## config.mk

```make
export PLATFORM = sky130hd
export DESIGN_NAME = one_wire_bus_master
export DESIGN_NICKNAME = d
export VERILOG_FILES = /design/src/hw/rtl/owbm_pkg.sv /design/src/hw/rtl/owbm_front.sv /design/src/hw/rtl/owbm_back.sv /design/src/hw/rtl/one_wire_bus_master.sv
export SDC_FILE = /design/constraint.sdc
export NUM_CORES = 1
export LEC_CHECK = 0
export BUFFER_PORTS_ARGS = -buffer_cell sky130_fd_sc_hd__buf_4
export CAP_MARGIN = 20
export CORE_MARGIN = 2
export CORE_UTILIZATION = 64
export CTS_BUF_LIST = sky130_fd_sc_hd__clkbuf_4
export DETAILED_ROUTE_END_ITERATION = 12
export PLACE_DENSITY = 0.9
export SYNTH_ARGS = -nofsm -noshare
export SYNTH_HDL_FRONTEND = slang
export SYNTH_SLANG_ARGS = --single-unit
```

## constraint.sdc

```tcl
create_clock -name i_clk -period 4.6 [get_ports i_clk]
set_input_delay 1.38 -clock i_clk [delete_from_list [all_inputs] [get_ports i_clk]]
set_output_delay 1.38 -clock i_clk [all_outputs]
set_load 0.005 [all_outputs]
```

## src/hw/rtl/owbm_pkg.sv

```systemverilog
// ----------------------------------------------------------------------------
// owbm_pkg
// shared types, register indexes and timing constants of the 1-wire master
// ----------------------------------------------------------------------------
package owbm_pkg;

    // configuration register file
    localparam int NUM_CFG   = 8;
    localparam int CFG_IDX_W = 3;
    localparam int CFG_W     = 10;

    localparam logic [CFG_IDX_W-1:0] CFG_RST_LOW   = 3'd0;
    localparam logic [CFG_IDX_W-1:0] CFG_PRES_WAIT = 3'd1;
    localparam logic [CFG_IDX_W-1:0] CFG_RST_REC   = 3'd2;
    localparam logic [CFG_IDX_W-1:0] CFG_W1_LOW    = 3'd3;
    localparam logic [CFG_IDX_W-1:0] CFG_W1_HIGH   = 3'd4;
    localparam logic [CFG_IDX_W-1:0] CFG_W0_LOW    = 3'd5;
    localparam logic [CFG_IDX_W-1:0] CFG_W0_HIGH   = 3'd6;
    localparam logic [CFG_IDX_W-1:0] CFG_RD_WAIT   = 3'd7;

    typedef logic [CFG_W-1:0] t_cfg_word;

    localparam t_cfg_word CFG_RESET_VAL [NUM_CFG] = '{
        10'd480, 10'd70, 10'd410, 10'd5, 10'd55, 10'd60, 10'd5, 10'd10
    };

    // fixed read slot timing in microseconds
    localparam t_cfg_word READ_LOW_TIME = 10'd3;
    localparam t_cfg_word READ_REC_TIME = 10'd50;

    localparam int TIMER_BITS_DEF = 10;

    // command codes
    localparam logic [1:0] REQ_TICK  = 2'd0;
    localparam logic [1:0] REQ_RESET = 2'd1;
    localparam logic [1:0] REQ_WRITE = 2'd2;
    localparam logic [1:0] REQ_READ  = 2'd3;

    // front to back queue
    localparam int QUEUE_DEPTH = 4;

    typedef struct packed {
        logic [1:0] req_type;
        logic [7:0] write_data;
        logic       line_level;
    } t_in_beat;

    typedef struct packed {
        logic       drive_low;
        logic       busy_res;
        logic       done_res;
        logic       presence_level;
        logic [7:0] read_data;
        logic       rejected;
    } t_out_beat;

    // classified tick as it travels through the queue
    typedef struct packed {
        logic       cmd_start;
        logic [1:0] req;
        logic [7:0] wdata;
        logic       level;
    } t_qent;

    typedef enum logic [8:0] {
        PH_IDLE     = 9'b000000001,
        PH_RST_LOW  = 9'b000000010,
        PH_RST_WAIT = 9'b000000100,
        PH_RST_REC  = 9'b000001000,
        PH_WR_LOW   = 9'b000010000,
        PH_WR_HIGH  = 9'b000100000,
        PH_RD_LOW   = 9'b001000000,
        PH_RD_WAIT  = 9'b010000000,
        PH_RD_REC   = 9'b100000000
    } t_phase;

endpackage

```

## src/hw/rtl/owbm_front.sv

```systemverilog
// ----------------------------------------------------------------------------
// owbm_front
// takes input beats, tags command ticks, queues all beats for the bus engine
// ----------------------------------------------------------------------------
module owbm_front (
    input  logic              i_clk,
    input  logic              i_rst_n,
    input  logic              i_valid,
    output logic              o_stall,
    input  owbm_pkg::t_in_beat i_data,
    output logic              o_q_valid,
    output owbm_pkg::t_qent   o_q_ent,
    input  logic              i_q_pop
);

    localparam int DEPTH = owbm_pkg::QUEUE_DEPTH;
    localparam int PTR_W = (DEPTH > 1) ? $clog2(DEPTH) : 1;
    localparam int CNT_W = $clog2(DEPTH + 1);

    owbm_pkg::t_qent r_mem [DEPTH];
    owbm_pkg::t_qent w_ent;
    logic [PTR_W-1:0] r_wr_ptr, n_wr_ptr;
    logic [PTR_W-1:0] r_rd_ptr, n_rd_ptr;
    logic [CNT_W-1:0] r_count, n_count;
    logic             w_push;
    logic             w_pop;

    // classify the tick
    always_comb begin
        w_ent.cmd_start = (i_data.req_type != owbm_pkg::REQ_TICK);
        w_ent.req       = i_data.req_type;
        w_ent.wdata     = i_data.write_data;
        w_ent.level     = i_data.line_level;
    end

    assign o_stall   = (r_count == CNT_W'(DEPTH));
    assign w_push    = i_valid && !o_stall;
    assign o_q_valid = (r_count != '0);
    assign w_pop     = i_q_pop && o_q_valid;
    assign o_q_ent   = r_mem[r_rd_ptr];

    always_comb begin
        n_wr_ptr = r_wr_ptr;
        n_rd_ptr = r_rd_ptr;
        n_count  = r_count;
        if (w_push) begin
            n_wr_ptr = (r_wr_ptr == PTR_W'(DEPTH - 1)) ? '0 : r_wr_ptr + PTR_W'(1);
        end
        if (w_pop) begin
            n_rd_ptr = (r_rd_ptr == PTR_W'(DEPTH - 1)) ? '0 : r_rd_ptr + PTR_W'(1);
        end
        if (w_push && !w_pop) begin
            n_count = r_count + CNT_W'(1);
        end else if (w_pop && !w_push) begin
            n_count = r_count - CNT_W'(1);
        end
    end

    always_ff @(posedge i_clk) begin
        if (!i_rst_n) begin
            r_wr_ptr <= '0;
            r_rd_ptr <= '0;
            r_count  <= '0;
        end else begin
            r_wr_ptr <= n_wr_ptr;
            r_rd_ptr <= n_rd_ptr;
            r_count  <= n_count;
        end
    end

    always_ff @(posedge i_clk) begin
        if (w_push) begin
            r_mem[r_wr_ptr] <= w_ent;
        end
    end

endmodule

```

## src/hw/rtl/owbm_back.sv

```systemverilog
// ----------------------------------------------------------------------------
// owbm_back
// bus engine: one microsecond tick per queued entry, plus the result register
// ----------------------------------------------------------------------------
module owbm_back #(
    parameter int TIMER_BITS = owbm_pkg::TIMER_BITS_DEF
) (
    input  logic                            i_clk,
    input  logic                            i_rst_n,
    input  logic                            i_q_valid,
    input  owbm_pkg::t_qent                 i_q_ent,
    output logic                            o_q_pop,
    input  logic                            i_cfg_we,
    input  logic [owbm_pkg::CFG_IDX_W-1:0]  i_cfg_idx,
    input  owbm_pkg::t_cfg_word             i_cfg_data,
    output logic                            o_valid,
    input  logic                            i_stall,
    output owbm_pkg::t_out_beat             o_data
);

    localparam int EXT_W = (TIMER_BITS > owbm_pkg::CFG_W) ? TIMER_BITS : owbm_pkg::CFG_W;
    localparam logic [EXT_W-1:0] TMAX = EXT_W'((64'd1 << TIMER_BITS) - 64'd1);

    owbm_pkg::t_cfg_word r_cfg [owbm_pkg::NUM_CFG];

    owbm_pkg::t_phase        r_phase, n_phase;
    logic [TIMER_BITS-1:0]   r_timer, n_timer;
    logic [2:0]              r_bit, n_bit;
    logic [7:0]              r_shift, n_shift;
    logic                    r_pres, n_pres;
    logic [7:0]              r_rdata, n_rdata;
    logic                    r_out_valid;
    owbm_pkg::t_out_beat     r_out;
    owbm_pkg::t_out_beat     w_res;
    logic                    w_step;

    // zero counts as one, long values clip to the timer range
    function automatic logic [TIMER_BITS-1:0] f_dur(input owbm_pkg::t_cfg_word d);
        logic [EXT_W-1:0] e;
        e = EXT_W'(d);
        if (e == '0) begin
            e = EXT_W'(1);
        end
        if (e > TMAX) begin
            e = TMAX;
        end
        return TIMER_BITS'(e);
    endfunction

    assign w_step  = i_q_valid && (!r_out_valid || !i_stall);
    assign o_q_pop = w_step;
    assign o_valid = r_out_valid;
    assign o_data  = r_out;

    always_comb begin
        n_phase = r_phase;
        n_timer = r_timer;
        n_bit   = r_bit;
        n_shift = r_shift;
        n_pres  = r_pres;
        n_rdata = r_rdata;
        w_res   = '0;

        // end of the running phase
        if (r_phase != owbm_pkg::PH_IDLE && r_timer == '0) begin
            case (r_phase)
                owbm_pkg::PH_RST_LOW: begin
                    n_phase = owbm_pkg::PH_RST_WAIT;
                    n_timer = f_dur(r_cfg[owbm_pkg::CFG_PRES_WAIT]);
                end
                owbm_pkg::PH_RST_WAIT: begin
                    n_pres  = i_q_ent.level;
                    n_phase = owbm_pkg::PH_RST_REC;
                    n_timer = f_dur(r_cfg[owbm_pkg::CFG_RST_REC]);
                end
                owbm_pkg::PH_WR_LOW: begin
                    n_phase = owbm_pkg::PH_WR_HIGH;
                    n_timer = r_shift[0] ? f_dur(r_cfg[owbm_pkg::CFG_W1_HIGH])
                                         : f_dur(r_cfg[owbm_pkg::CFG_W0_HIGH]);
                end
                owbm_pkg::PH_WR_HIGH: begin
                    n_shift = {1'b0, r_shift[7:1]};
                    if (r_bit == 3'd7) begin
                        w_res.done_res = 1'b1;
                    end else begin
                        n_bit   = r_bit + 3'd1;
                        n_phase = owbm_pkg::PH_WR_LOW;
                        n_timer = r_shift[1] ? f_dur(r_cfg[owbm_pkg::CFG_W1_LOW])
                                             : f_dur(r_cfg[owbm_pkg::CFG_W0_LOW]);
                    end
                end
                owbm_pkg::PH_RD_LOW: begin
                    n_phase = owbm_pkg::PH_RD_WAIT;
                    n_timer = f_dur(r_cfg[owbm_pkg::CFG_RD_WAIT]);
                end
                owbm_pkg::PH_RD_WAIT: begin
                    if (i_q_ent.level) begin
                        n_shift[r_bit] = 1'b1;
                    end
                    n_phase = owbm_pkg::PH_RD_REC;
                    n_timer = f_dur(owbm_pkg::READ_REC_TIME);
                end
                owbm_pkg::PH_RD_REC: begin
                    if (r_bit == 3'd7) begin
                        n_rdata        = r_shift;
                        w_res.done_res = 1'b1;
                    end else begin
                        n_bit   = r_bit + 3'd1;
                        n_phase = owbm_pkg::PH_RD_LOW;
                        n_timer = f_dur(owbm_pkg::READ_LOW_TIME);
                    end
                end
                default: begin
                    w_res.done_res = 1'b1;
                end
            endcase
            if (w_res.done_res) begin
                n_phase = owbm_pkg::PH_IDLE;
                n_timer = '0;
                n_bit   = '0;
            end
        end

        // new command
        if (i_q_ent.cmd_start) begin
            if (n_phase != owbm_pkg::PH_IDLE) begin
                w_res.rejected = 1'b1;
            end else begin
                n_bit = '0;
                case (i_q_ent.req)
                    owbm_pkg::REQ_RESET: begin
                        n_phase = owbm_pkg::PH_RST_LOW;
                        n_timer = f_dur(r_cfg[owbm_pkg::CFG_RST_LOW]);
                    end
                    owbm_pkg::REQ_WRITE: begin
                        n_shift = i_q_ent.wdata;
                        n_phase = owbm_pkg::PH_WR_LOW;
                        n_timer = i_q_ent.wdata[0] ? f_dur(r_cfg[owbm_pkg::CFG_W1_LOW])
                                                   : f_dur(r_cfg[owbm_pkg::CFG_W0_LOW]);
                    end
                    default: begin
                        n_shift = '0;
                        n_phase = owbm_pkg::PH_RD_LOW;
                        n_timer = f_dur(owbm_pkg::READ_LOW_TIME);
                    end
                endcase
            end
        end

        // drive and count this microsecond
        if (n_phase != owbm_pkg::PH_IDLE) begin
            w_res.drive_low = (n_phase == owbm_pkg::PH_RST_LOW) ||
                              (n_phase == owbm_pkg::PH_WR_LOW)  ||
                              (n_phase == owbm_pkg::PH_RD_LOW);
            if (n_timer != '0) begin
                n_timer = n_timer - TIMER_BITS'(1);
            end
        end

        w_res.busy_res       = (n_phase != owbm_pkg::PH_IDLE);
        w_res.presence_level = n_pres;
        w_res.read_data      = n_rdata;
    end

    always_ff @(posedge i_clk) begin
        if (!i_rst_n) begin
            for (int i = 0; i < owbm_pkg::NUM_CFG; i++) begin
                r_cfg[i] <= owbm_pkg::CFG_RESET_VAL[i];
            end
        end else if (i_cfg_we) begin
            r_cfg[i_cfg_idx] <= i_cfg_data;
        end
    end

    always_ff @(posedge i_clk) begin
        if (!i_rst_n) begin
            r_phase     <= owbm_pkg::PH_IDLE;
            r_timer     <= '0;
            r_bit       <= '0;
            r_shift     <= '0;
            r_pres      <= 1'b1;
            r_rdata     <= '0;
            r_out_valid <= 1'b0;
        end else begin
            if (w_step) begin
                r_phase <= n_phase;
                r_timer <= n_timer;
                r_bit   <= n_bit;
                r_shift <= n_shift;
                r_pres  <= n_pres;
                r_rdata <= n_rdata;
            end
            if (w_step) begin
                r_out_valid <= 1'b1;
            end else if (!i_stall) begin
                r_out_valid <= 1'b0;
            end
        end
    end

    always_ff @(posedge i_clk) begin
        if (w_step) begin
            r_out <= w_res;
        end
    end

`ifndef SYNTHESIS
    a_idle_clean: assert property (@(posedge i_clk) disable iff (!i_rst_n)
        (r_phase == owbm_pkg::PH_IDLE) |-> (r_timer == '0 && r_bit == '0))
        else $error("idle engine holds a live timer or bit count");

    a_phase_onehot: assert property (@(posedge i_clk) disable iff (!i_rst_n)
        $onehot(r_phase))
        else $error("phase register lost its one-hot code");

    a_drive_busy: assert property (@(posedge i_clk) disable iff (!i_rst_n)
        r_out_valid |-> (!r_out.drive_low || r_out.busy_res))
        else $error("line driven low while not busy");

    a_reject_busy: assert property (@(posedge i_clk) disable iff (!i_rst_n)
        (r_out_valid && r_out.rejected) |-> r_out.busy_res)
        else $error("command rejected while idle");
`endif

endmodule

```

## src/hw/rtl/one_wire_bus_master.sv

```systemverilog
// ----------------------------------------------------------------------------
// one_wire_bus_master
// 1-wire bus master stepped one microsecond per input beat: reset with
// presence sampling, byte write and byte read, lsb first
// ----------------------------------------------------------------------------
//  channel  | handshake                    | payload
//  ---------+------------------------------+----------------------------------
//  input    | i_in_valid / o_in_stall      | i_in_data  (t_in_beat)
//  output   | o_out_valid / i_out_stall    | o_out_data (t_out_beat)
//  config   | i_cfg_we                     | i_cfg_idx, i_cfg_data
//
//  one input beat per cycle is taken and one result beat per cycle is given
//  while the output is not stalled; a beat goes to a queue slot, then the
//  engine step writes its result register; each step is a whole microsecond
//  tick, so the result register draining sets the rate of one beat per cycle
//  reset (synchronous, active low) empties the queue, idles the engine and
//  restores the timing registers to their defaults
//  a stall on the output holds the engine; the four-entry queue keeps taking
//  input beats until it fills, and only then is o_in_stall raised
// ----------------------------------------------------------------------------
module one_wire_bus_master #(
    parameter int TIMER_BITS = owbm_pkg::TIMER_BITS_DEF
) (
    input  logic                            i_clk,
    input  logic                            i_rst_n,
    // input beats, one per microsecond of bus time
    input  logic                            i_in_valid,
    output logic                            o_in_stall,
    input  owbm_pkg::t_in_beat              i_in_data,
    // result beats, one per input beat
    output logic                            o_out_valid,
    input  logic                            i_out_stall,
    output owbm_pkg::t_out_beat             o_out_data,
    // timing register writes
    input  logic                            i_cfg_we,
    input  logic [owbm_pkg::CFG_IDX_W-1:0]  i_cfg_idx,
    input  owbm_pkg::t_cfg_word             i_cfg_data
);

    logic            w_q_valid;
    logic            w_q_pop;
    owbm_pkg::t_qent w_q_ent;

    // front: tags command ticks and buffers all beats
    owbm_front u_front (
        .i_clk     (i_clk),
        .i_rst_n   (i_rst_n),
        .i_valid   (i_in_valid),
        .o_stall   (o_in_stall),
        .i_data    (i_in_data),
        .o_q_valid (w_q_valid),
        .o_q_ent   (w_q_ent),
        .i_q_pop   (w_q_pop)
    );

    // back: phase sequencer, slot timer, shifter and result register
    owbm_back #(
        .TIMER_BITS (TIMER_BITS)
    ) u_back (
        .i_clk      (i_clk),
        .i_rst_n    (i_rst_n),
        .i_q_valid  (w_q_valid),
        .i_q_ent    (w_q_ent),
        .o_q_pop    (w_q_pop),
        .i_cfg_we   (i_cfg_we),
        .i_cfg_idx  (i_cfg_idx),
        .i_cfg_data (i_cfg_data),
        .o_valid    (o_out_valid),
        .i_stall    (i_out_stall),
        .o_data     (o_out_data)
    );

endmodule
```

==> Word-level counts from Yosys, hierarchy flattened <==
Memory sizes are Yosys's and may differ from the RTL's. A register that Yosys moved wholly into a read port is not among the register bits.
Cells that the tools add are included.
{ "op_classes": {"add_sub_neg": 6, "order_cmp": 12, "eq_ne": 20, "n_mux": 104, "bitwise": 1, "n_reduce_logical": 31} }
{ "op_table": {"columns": ["op", "n"], "rows": [
  ["$mux 10", 55],
  ["$gt 10x10->1 const B", 10],
  ["$logic_not 10->1", 9],
  ["$pmux 10 s7", 1],
  ["$pmux 9 s7", 1],
  ["$mux 8", 7],
  ["$mux 9", 6],
  ["$pmux 8 s2", 2],
  ["$mux 3", 9],
  ["$ne 9x1->1 const B", 3],
  ["$pmux 10 s2", 1],
  ["$eq 9x2->1 const B", 2],
  ["$eq 9x5->1 const B", 2],
  ["$eq 9x7->1 const B", 2],
  ["$mux 1", 15],
  ["$pmux 7 s2", 1],
  ["$reduce_bool 10->1", 1],
  ["$reduce_or 10->1", 1],
  ["$sub 10x1->10 const B", 1],
  ["$eq 9x3->1 const B", 1],
  ["$eq 9x6->1 const B", 1],
  ["$eq 9x8->1 const B", 1],
  ["$eq 9x9->1 const B", 1],
  ["$mux 2", 4],
  ["19 further kinds", 37]
]} }
{ "word_totals": {"register_bits": 60, "ram_bits": 128, "in_bits": 29, "wordCells": 192, "mem_count": 2} }
{ "mem_list": {"columns": ["memory", "depth", "width", "read_ports", "rd_clocked_by_memory_dff", "wr", "line_no", "rtl"], "rows": [
  ["u_back.r_cfg", 8, 10, 8, 0, 8, "owbm_back.sv:24", "owbm_pkg::t_cfg_word r_cfg [owbm_pkg::NUM_CFG];"],
  ["u_front.r_mem", 4, 12, 1, 1, 1, "owbm_front.sv:20", "owbm_pkg::t_qent r_mem [DEPTH];"]
]} }

==> Depth between registers and ports, before layout <==
Gate-level depths: netlist of the first run.
{ "depth": {"depth_word": 18, "mapped_depth": 15} }

==> Cells and area by module <==
A second synthesis of the first run with hierarchy kept.
{ "hier_totals": {"cells_unflattened": 913, "hier_area_um2": 9854.5} }
{ "by_module_without_submodules": {"columns": ["mod", "n_inst", "cells_each", "area_per_inst_um2", "seq_area_each_um2"], "rows": [
  ["owbm_back", 1, 799, 7612.3, 3593.4],
  ["owbm_front", 1, 114, 2242.2, 1621.6]
]} }

==> Worst setup path after synthesis of the first run <==
No wires, ideal clock.
{ "synth_timing": {"path_type": "register -> register", "start": "reg u_back.r_phase[4]", "end": "reg u_back.r_timer[1]", "arrival_ns": 3.918, "required_time_ns": 4.528, "setup_slack_ns": 0.610, "path_stages_with_launch": 16, "period_less_slack_ns": 3.990, "cell_sequence": "dfxtp_1 or4b_1 buf_2 or4_1 buf_2 a21o_1 a22o_2 o211ai_1 buf_2 mux2i_1 ha_1 inv_1 or2_2 o21ai_2 mux2_2 a21oi_1"} }
{ "synth_between": {"elab_chain_cells": 12, "word_cells_on_any_way": 31} }
{ "synth_rtl": {"columns": ["item", "line_no", "rtl"], "rows": [
  ["start, declared", "owbm_back.sv:26", "owbm_pkg::t_phase r_phase, n_phase;"],
  ["start signal, assigned", "owbm_back.sv:177", "r_phase <= owbm_pkg::PH_IDLE;"],
  ["start signal, assigned", "owbm_back.sv:186", "r_phase <= n_phase;"],
  ["$eq 9x2->1 (tied with other cells)", "owbm_back.sv:66", "case (r_phase)"],
  ["$reduce_or 5->1 (no source line) / $reduce_or 2->1 (equally long branches)", null, null],
  ["$pmux 1 s2", "owbm_back.sv:66", null],
  ["$mux 1", "owbm_back.sv:65", "if (r_phase != owbm_pkg::PH_IDLE && r_timer == '0) begin"],
  ["$mux 9", "owbm_back.sv:117", "if (w_res.done_res) begin"],
  ["$mux 9", "owbm_back.sv:65", null],
  ["$ne 9x1->1", "owbm_back.sv:126", "if (n_phase != owbm_pkg::PH_IDLE) begin"],
  ["$mux 10", "owbm_back.sv:126", null],
  ["$mux 10", "owbm_back.sv:125", "if (i_q_ent.cmd_start) begin"],
  ["$sub 10x1->10 / $reduce_bool 10->1 (equally long branches)", "owbm_back.sv:156, owbm_back.sv:155", null],
  ["$mux 10", "owbm_back.sv:155", "if (n_timer != '0) begin"],
  ["$mux 10 *", "owbm_back.sv:151", "if (n_phase != owbm_pkg::PH_IDLE) begin"],
  ["end signal, assigned", "owbm_back.sv:187", "r_timer <= n_timer;"],
  ["end, declared", "owbm_back.sv:27", "logic [TIMER_BITS-1:0] r_timer, n_timer;"]
]} }
Every way passes the cells marked *; elsewhere a longest branch is shown, timed or not. The select of a mux whose other input is x is not followed.
A chain may end at the register's enable or synchronous reset.

==> Worst setup path in the final report of the first run <==
{ "layout_timing": {"start": "reg u_back.r_phase[4]", "end": "reg u_back.r_timer[5]"} }
Same word-level chain as after synthesis.

==> reports/qor.yml, run 1 <==
final_layout:
  n_antenna_cell: 0
  stdcell_area_um2: 10400
  fill_cells: 944
  finish.utilization_pct: 71.5
  drive_gt1_share_pct: 15.9
  area_growth_pct: 8.75
  fin_nets: 939
critical_path:
  r2r_start: "u_back.r_phase[4]"
  crit_arrival_ps: 4840
  crit_buf_inv: 1
  path_depth: 11
  crit_end: "u_back.r_timer[5]"
  r2r_slack_ps: 250
  end_kind: "flop"
  cp_max_fo: 21
  crit_type: "flop to flop"
  cp_top_family: "simple AND/OR/NAND/NOR gates"
  worstReg2RegEnd: "u_back.r_timer[5]"
  critPathLaunchType: "flop"
  worst_path_most_repeated_cell: "o211ai_1"
  path_cells: "or4b_1 > or4_1 > o211ai_1 > a21oi_2 > o211ai_1 > buf_4 > mux2_2 > a211o_1 > nor2_1 > o21ai_0 > o311ai_0"
  crit_start: "u_back.r_phase[4]"
  cp_data_required_time_ps: 5080
  ff2ff_path_depth: 11
  slowest_delay_ps: 630
  slowest_stage: "or4b_1"
floorplan:
  core_area_um2: 14600
  num_rows: 44
  ios: 44
  dieHeight_um: 126
  die_area_um2: 16000
  die_w_um: 126
  start_util_pct: 65.8
placed_design:
  placed_area_um2: 10100
  gp_congestion: 0.996
  port_buffers: 43
  place_hpwl_um: 17800
grt:
  grt_pass1_wl_um: 38400
  grt_pass1_vias: 7078
  grt_max_degree: 37
  grt_use_total_pct: 31.4
  globalRouteOverflowTotal: 0
  antenna_found_initial: 0
synth:
  yosys.area.top_type: "edfxtp_1"
  syn-num-nets: 906
  yosysSeqAreaShare_pct: 54.3
  ys_seq_elements: 190
  synthCells: 865
  yosysWarnings: 0
  synthArstFlopShare_pct: 0
  ys_types: 72
  netlist_area_um2: 9600
  synth_edf_count: 141
  syn_area_per_cell_um2: 11.1
  yosys-top-cells-area: "edfxtp_1, dfxtp_1, and2_1"
  synth_top_area_share_pct: 44.1
  synth_ff_type: "edfxtp_1"
clock_tree:
  cts_max_level: 4
  insertion_delay_ps: 620
  postCtsSetupBuffers: 0
  clock-root-buffer: "clkbuf_4"
  cts_sinks: 190
  cts_buffer_depth: 2
  path_clk_slew_ps: 160
  cts_tree: "yes"
  cts-buffers-inserted: 17
  cts.repair.resized: 0
  ctsHoldBuffers: 0
sta:
  min_period_ps: 4350
  grt_setup_unrepaired: "false"
  skew_ps: 24.9
  whs_ps: 489
  setup_viol: 0
  final-hold-violation-count: 0
  final.period_utilization_pct: 94.6
  fin_setup_tns_ps: 0
  slew_violations: 0
  max_slew.worst_pin.slew_ps: 770
  relSlewSlack_pct: 48.0
  fmax_ghz: 0.230
detailed_routing:
  post_drt_via_cell_ratio: 6.77
  ant_nets: 0
  wire_per_inst_um: 22.6
  firstDrtPassIters: 6
  drt_iter0_drc: 824
  num_vias: 7415
  wl_um: 24800
  drc: 0
hold_path:
  min_path_type: "flop to flop"
pwr:
  p_leak_nw: 3.65
  total_power_mw: 6.33
  irDropWorstVdd_mv: 0.347
  powerDensity_nw_per_um2: 606
job:
  maxCapViolCount: 0
run_status:
  status: "completed"
## cells by family (layout without fill, tap and decap cells)
family	after synthesis	after routing	synth area share, %
xor gates and xnor gates	9	9	0.821
buffers and inverters	66	112	2.62
AOI/OAI and AO/OA	187	187	13.5
DFF	190	190	54.3
muxes	60	60	8.15
and+or+nand+nor	341	341	19.0
adders and majority gates	12	12	1.64
## routing by layer
metal / up-vias / routed length (um) / global-route usage, %
li1: 3369 / - / -
met1: 3520 / 10100 / 42.5
met2: 447 / 11900 / 50.5
met3: 79 / 2100 / 6.16
met4: 0 / 755 / 12.5
met5: - / 0 / 0
## where the power goes
group	leakage [nW]	switching, mW	internal [mW]
clock network	0.165	0.658	0.307
logic	1.74	1.75	1.19
registers	1.75	0.250	2.17
total	3.65	2.66	3.67
## how the worst min path moves through the flow
stage	start	to	slack [ps]	depth (start not counted)
after floorplan	u_back.r_pres	u_back.r_pres	440	2
after global placement	u_back.r_pres	u_back.r_pres	450	2
after detailed placement	u_back.r_pres	u_back.r_pres	470	2
after CTS	u_back.o_valid	u_back.o_valid	490	2
after global routing	u_back.o_valid	u_back.o_valid	510	2
final	u_back.o_valid	u_back.o_valid	490	2
## flip-flops by register name (all words and copies together) (netlist names), 8 cells and up, named ones only
signal / flops
u_back.r_timer: 10
u_front.r_mem: 48
u_back.r_cfg: 80
u_back.r_phase: 9
u_back.r_rdata: 8
u_back.o_data: 13
u_back.r_shift: 8
## cell usage in the layout (no fill, tap or decap), types with 4 or more instances in the layout
master / n
or3_1: 28
o22ai_1: 5
xnor2_1: 4
a22o_1: 8
and2_1: 64
a21oi_1: 30
nor3_1: 31
a31oi_1: 11
a211oi_1: 9
dfxtp_1: 49
mux4_2: 12
o211ai_1: 17
inv_1: 10
mux2i_1: 26
nand3_1: 18
inv_8: 6
o22a_1: 7
nand4_1: 8
nand2b_1: 14
mux2_2: 21
nor2b_1: 8
buf_4: 68
inv_6: 4
ha_1: 11
o21a_1: 4
nor4_1: 14
nand4b_1: 4
xor2_1: 5
and3_1: 8
nand2_1: 43
o21ai_0: 36
or4_1: 10
edfxtp_1: 141
a22oi_1: 18
nor2_1: 78
clkbuf_4: 17
## stage by stage
stage / std cells / setup WS, ps
6_report: 1095 / 247
5_1_grt: 1095 / 108
4_1_cts: 1095 / 383
3_5_place_dp: 1063 / 419
3_3_place_gp: 1063 / 472
2_1_floorplan: 865 / 610
## layout make-up
cell class	count	area, um2	area share [%]
clock inverter	15	178	1.70
multi-input combinational	609	4130	39.6
inverter	12	45.0	0.432
sequential	190	5220	50.0
timing repair buffer	68	510	4.89
tap	184	230	2.21
clock buffer	17	128	1.22
## cell usage after synthesis (all sizes together) (10+ instances only)
| cell | count |
|---|---|
| dfxtp | 49 |
| mux2 | 22 |
| nand2b | 14 |
| ha | 11 |
| inv | 12 |
| o211ai | 17 |
| mux2i | 26 |
| and2 | 64 |
| a21oi | 31 |
| or4 | 10 |
| clkbuf | 44 |
| or3 | 28 |
| nor2 | 78 |
| mux4 | 12 |
| a31oi | 11 |
| nor4 | 14 |
| edfxtp | 141 |
| nand3 | 18 |
| a22oi | 18 |
| buf | 10 |
| nand2 | 43 |
| o21ai | 39 |
| nor3 | 31 |
## worst min-delay path, cell delays in order, from the launching register on
cell,delay [ps]
dfxtp_1,350
nand2_1,60
a21oi_1,50
Power figures use the tool's default switching activity.
==> inputs of run 2 (changes only) <==
--- a/config.mk
+++ b/config.mk
@@ -8,10 +8,10 @@
 export BUFFER_PORTS_ARGS = -buffer_cell sky130_fd_sc_hd__buf_4
 export CAP_MARGIN = 20
 export CORE_MARGIN = 2
-export CORE_UTILIZATION = 64
+export CORE_UTILIZATION = 40
 export CTS_BUF_LIST = sky130_fd_sc_hd__clkbuf_4
 export DETAILED_ROUTE_END_ITERATION = 12
-export PLACE_DENSITY = 0.9
+export PLACE_DENSITY = 0.64
 export SYNTH_ARGS = -nofsm -noshare
 export SYNTH_HDL_FRONTEND = slang
 export SYNTH_SLANG_ARGS = --single-unit
==> run 2 against run 1 <==
Effect of this change:
- sequential share of layout area fell by 0.92 points
- combinational power hardly changed
- critical path depth is 1 higher
- global-route usage shrank 11 points
- via count decreased by 3.1%
==> reports/qor.yml, run 2 (same netlist as run 1, synthesis figures left out) <==
run_status:
  status: "completed"
sta:
  final.period_utilization_pct: 92.2  # -2.4 points
  fmax_ghz: 0.236  # +2.7%
  final-hold-violation-count: 0  # unchanged
  grt_setup_unrepaired: "false"
  slew_violations: 0  # unchanged
  min_period_ps: 4240  # -113 ps
  fin_setup_tns_ps: 0  # unchanged
  setup_viol: 0  # unchanged
  skew_ps: 29.0  # +4.09 ps
  max_slew.worst_pin.slew_ps: 773  # +3.70 ps
  relSlewSlack_pct: 48.4  # +0.48 points
pwr:
  irDropWorstVdd_mv: 0.323  # -6.9%
  total_power_mw: 6.36  # +0.56%
  powerDensity_nw_per_um2: 599  # -1.3%
  p_leak_nw: 3.66  # +0.35%
placed_design:
  gp_congestion: 0.931  # -6.6%
  placed_area_um2: 10300  # +1.7%
  port_buffers: 43  # unchanged
  place_inst: 1199  # +13%
  place_hpwl_um: 18300  # +3.0%
clock_tree:
  cts_sinks: 190  # unchanged
  postCtsSetupBuffers: 0  # unchanged
  cts_buffer_depth: 2  # unchanged
  cts_tree: "yes"
  ctsHoldBuffers: 0  # unchanged
  cts.repair.resized: 0  # unchanged
  insertion_delay_ps: 640  # +20 ps
  clock-root-buffer: "clkbuf_4"
  cts-buffers-inserted: 17  # unchanged
  cts_max_level: 4  # unchanged
  path_clk_slew_ps: 170  # about the same
grt:
  grt_max_degree: 46  # +24%
  globalRouteOverflowTotal: 0  # unchanged
  grt_pass1_wl_um: 39300  # +2.5%
  grt_pass1_vias: 6706  # -5.3%
  grt_use_total_pct: 20.0  # -11 points
  antenna_found_initial: 1  # +1
detailed_routing:
  num_vias: 7188  # -3.1%
  wire_per_inst_um: 20.4  # -10%
  drt_iter0_drc: 763  # -7.4%
  wl_um: 25100  # +1.1%
  drc: 0  # unchanged
  post_drt_via_cell_ratio: 5.83  # -14%
  firstDrtPassIters: 5  # -1
  ant_nets: 0  # unchanged
critical_path:
  cp_data_required_time_ps: 5160  # +80 ps
  ff2ff_path_depth: 12  # +1
  critPathLaunchType: "flop"
  r2r_slack_ps: 360  # +110 ps
  r2r_start: "u_back.r_phase[4]"
  cp_max_fo: 14  # -33%
  end_kind: "flop"
  crit_end: "u_back.r_timer[1]"
  worstReg2RegEnd: "u_back.r_timer[1]"
  crit_type: "flop to flop"
  crit_arrival_ps: 4800  # -40 ps
  crit_start: "u_back.r_phase[4]"
final_layout:
  regArea_um2: 5220  # unchanged
  area_growth_pct: 10.8
  fill_cells: 2237  # +140%
  stdcell_area_um2: 10600  # +1.9%
  multi_input_area_um2: 4130  # unchanged
  finish.utilization_pct: 45.2  # -26 points
  drive_gt1_share_pct: 16.1  # +0.20 points
  final_common_cell: "edfxtp_1"
  largest_reg_flops: 80  # unchanged
  final_cells: 1232  # +13%
  most-common-layout-cells: "edfxtp_1, nor2_1, buf_4, and2_1, dfxtp_1"
  fin_nets: 940  # +0.11%
  top_register: "u_back.r_cfg"
floorplan:
  core_area_um2: 23500  # +61%
  die_w_um: 159  # +26%
  die_area_um2: 25200  # +58%
  ios: 44  # unchanged
  dieHeight_um: 159  # +26%
  start_util_pct: 40.8  # -25 points
  num_rows: 56  # +27%
hold_path:
  min_path_type: "flop to flop"
job:
  maxCapViolCount: 0  # unchanged
## run 2: worst min-delay path by stage
| stage | from | to | slack [ps] | cells past startpoint |
|---|---|---|---|---|
| finish | u_back.r_pres | u_back.r_pres | 480 | 2 |
| CTS | u_back.r_pres | u_back.r_pres | 490 | 2 |
| global placement | u_back.r_pres | u_back.r_pres | 450 | 2 |
| floorplan | u_back.r_pres | u_back.r_pres | 440 | 2 |
| global route | u_back.o_valid | u_back.o_valid | 520 | 2 |
| detailed placement | u_back.r_pres | u_back.r_pres | 460 | 2 |
## run 2: power by group
group | internal [mW] | switching, mW | leakage, nW
clock network | 0.276 | 0.722 | 0.170
logic | 1.21 | 1.73 | 1.74
registers | 2.17 | 0.260 | 1.75
## run 2: through the flow
stage / hold WS, ps / worst slack [ps]
6_report: 483 / 359
3_3_place_gp: 448 / 548
4_1_cts: 487 / 434
5_1_grt: 521 / 169
2_1_floorplan: 435 / 610
3_5_place_dp: 457 / 488
## run 2: final cells by class
type	count	area share [%]
flip-flops and latches	190	49.0
clock buffers	17	1.20
well taps	319	3.75
clock inverters	15	1.82
inverters	12	0.424
diodes	1	0.0235
multi-input cells	609	38.9
repair buffers	69	4.87
## run 2: critical path: stages, from the launching register on
cell	delay [ps]
dfxtp_1	620
or4b_1	620
or4_1	530
o211ai_1	210
a21oi_2	200
o211ai_1	470
mux2i_1	300
ha_1	190
inv_1	40
or2_2	340
o21ai_2	190
mux2_2	350
a21oi_1	130
## run 2: metal layers
metal | track usage, % | up-vias | wire (um)
met1 | 27.9 | 3524 | 11200
met5 | 0 | - | 0
met3 | 2.69 | 51 | 1360
li1 | - | 3359 | -
met4 | 6.86 | 0 | 645
met2 | 32.3 | 254 | 11900
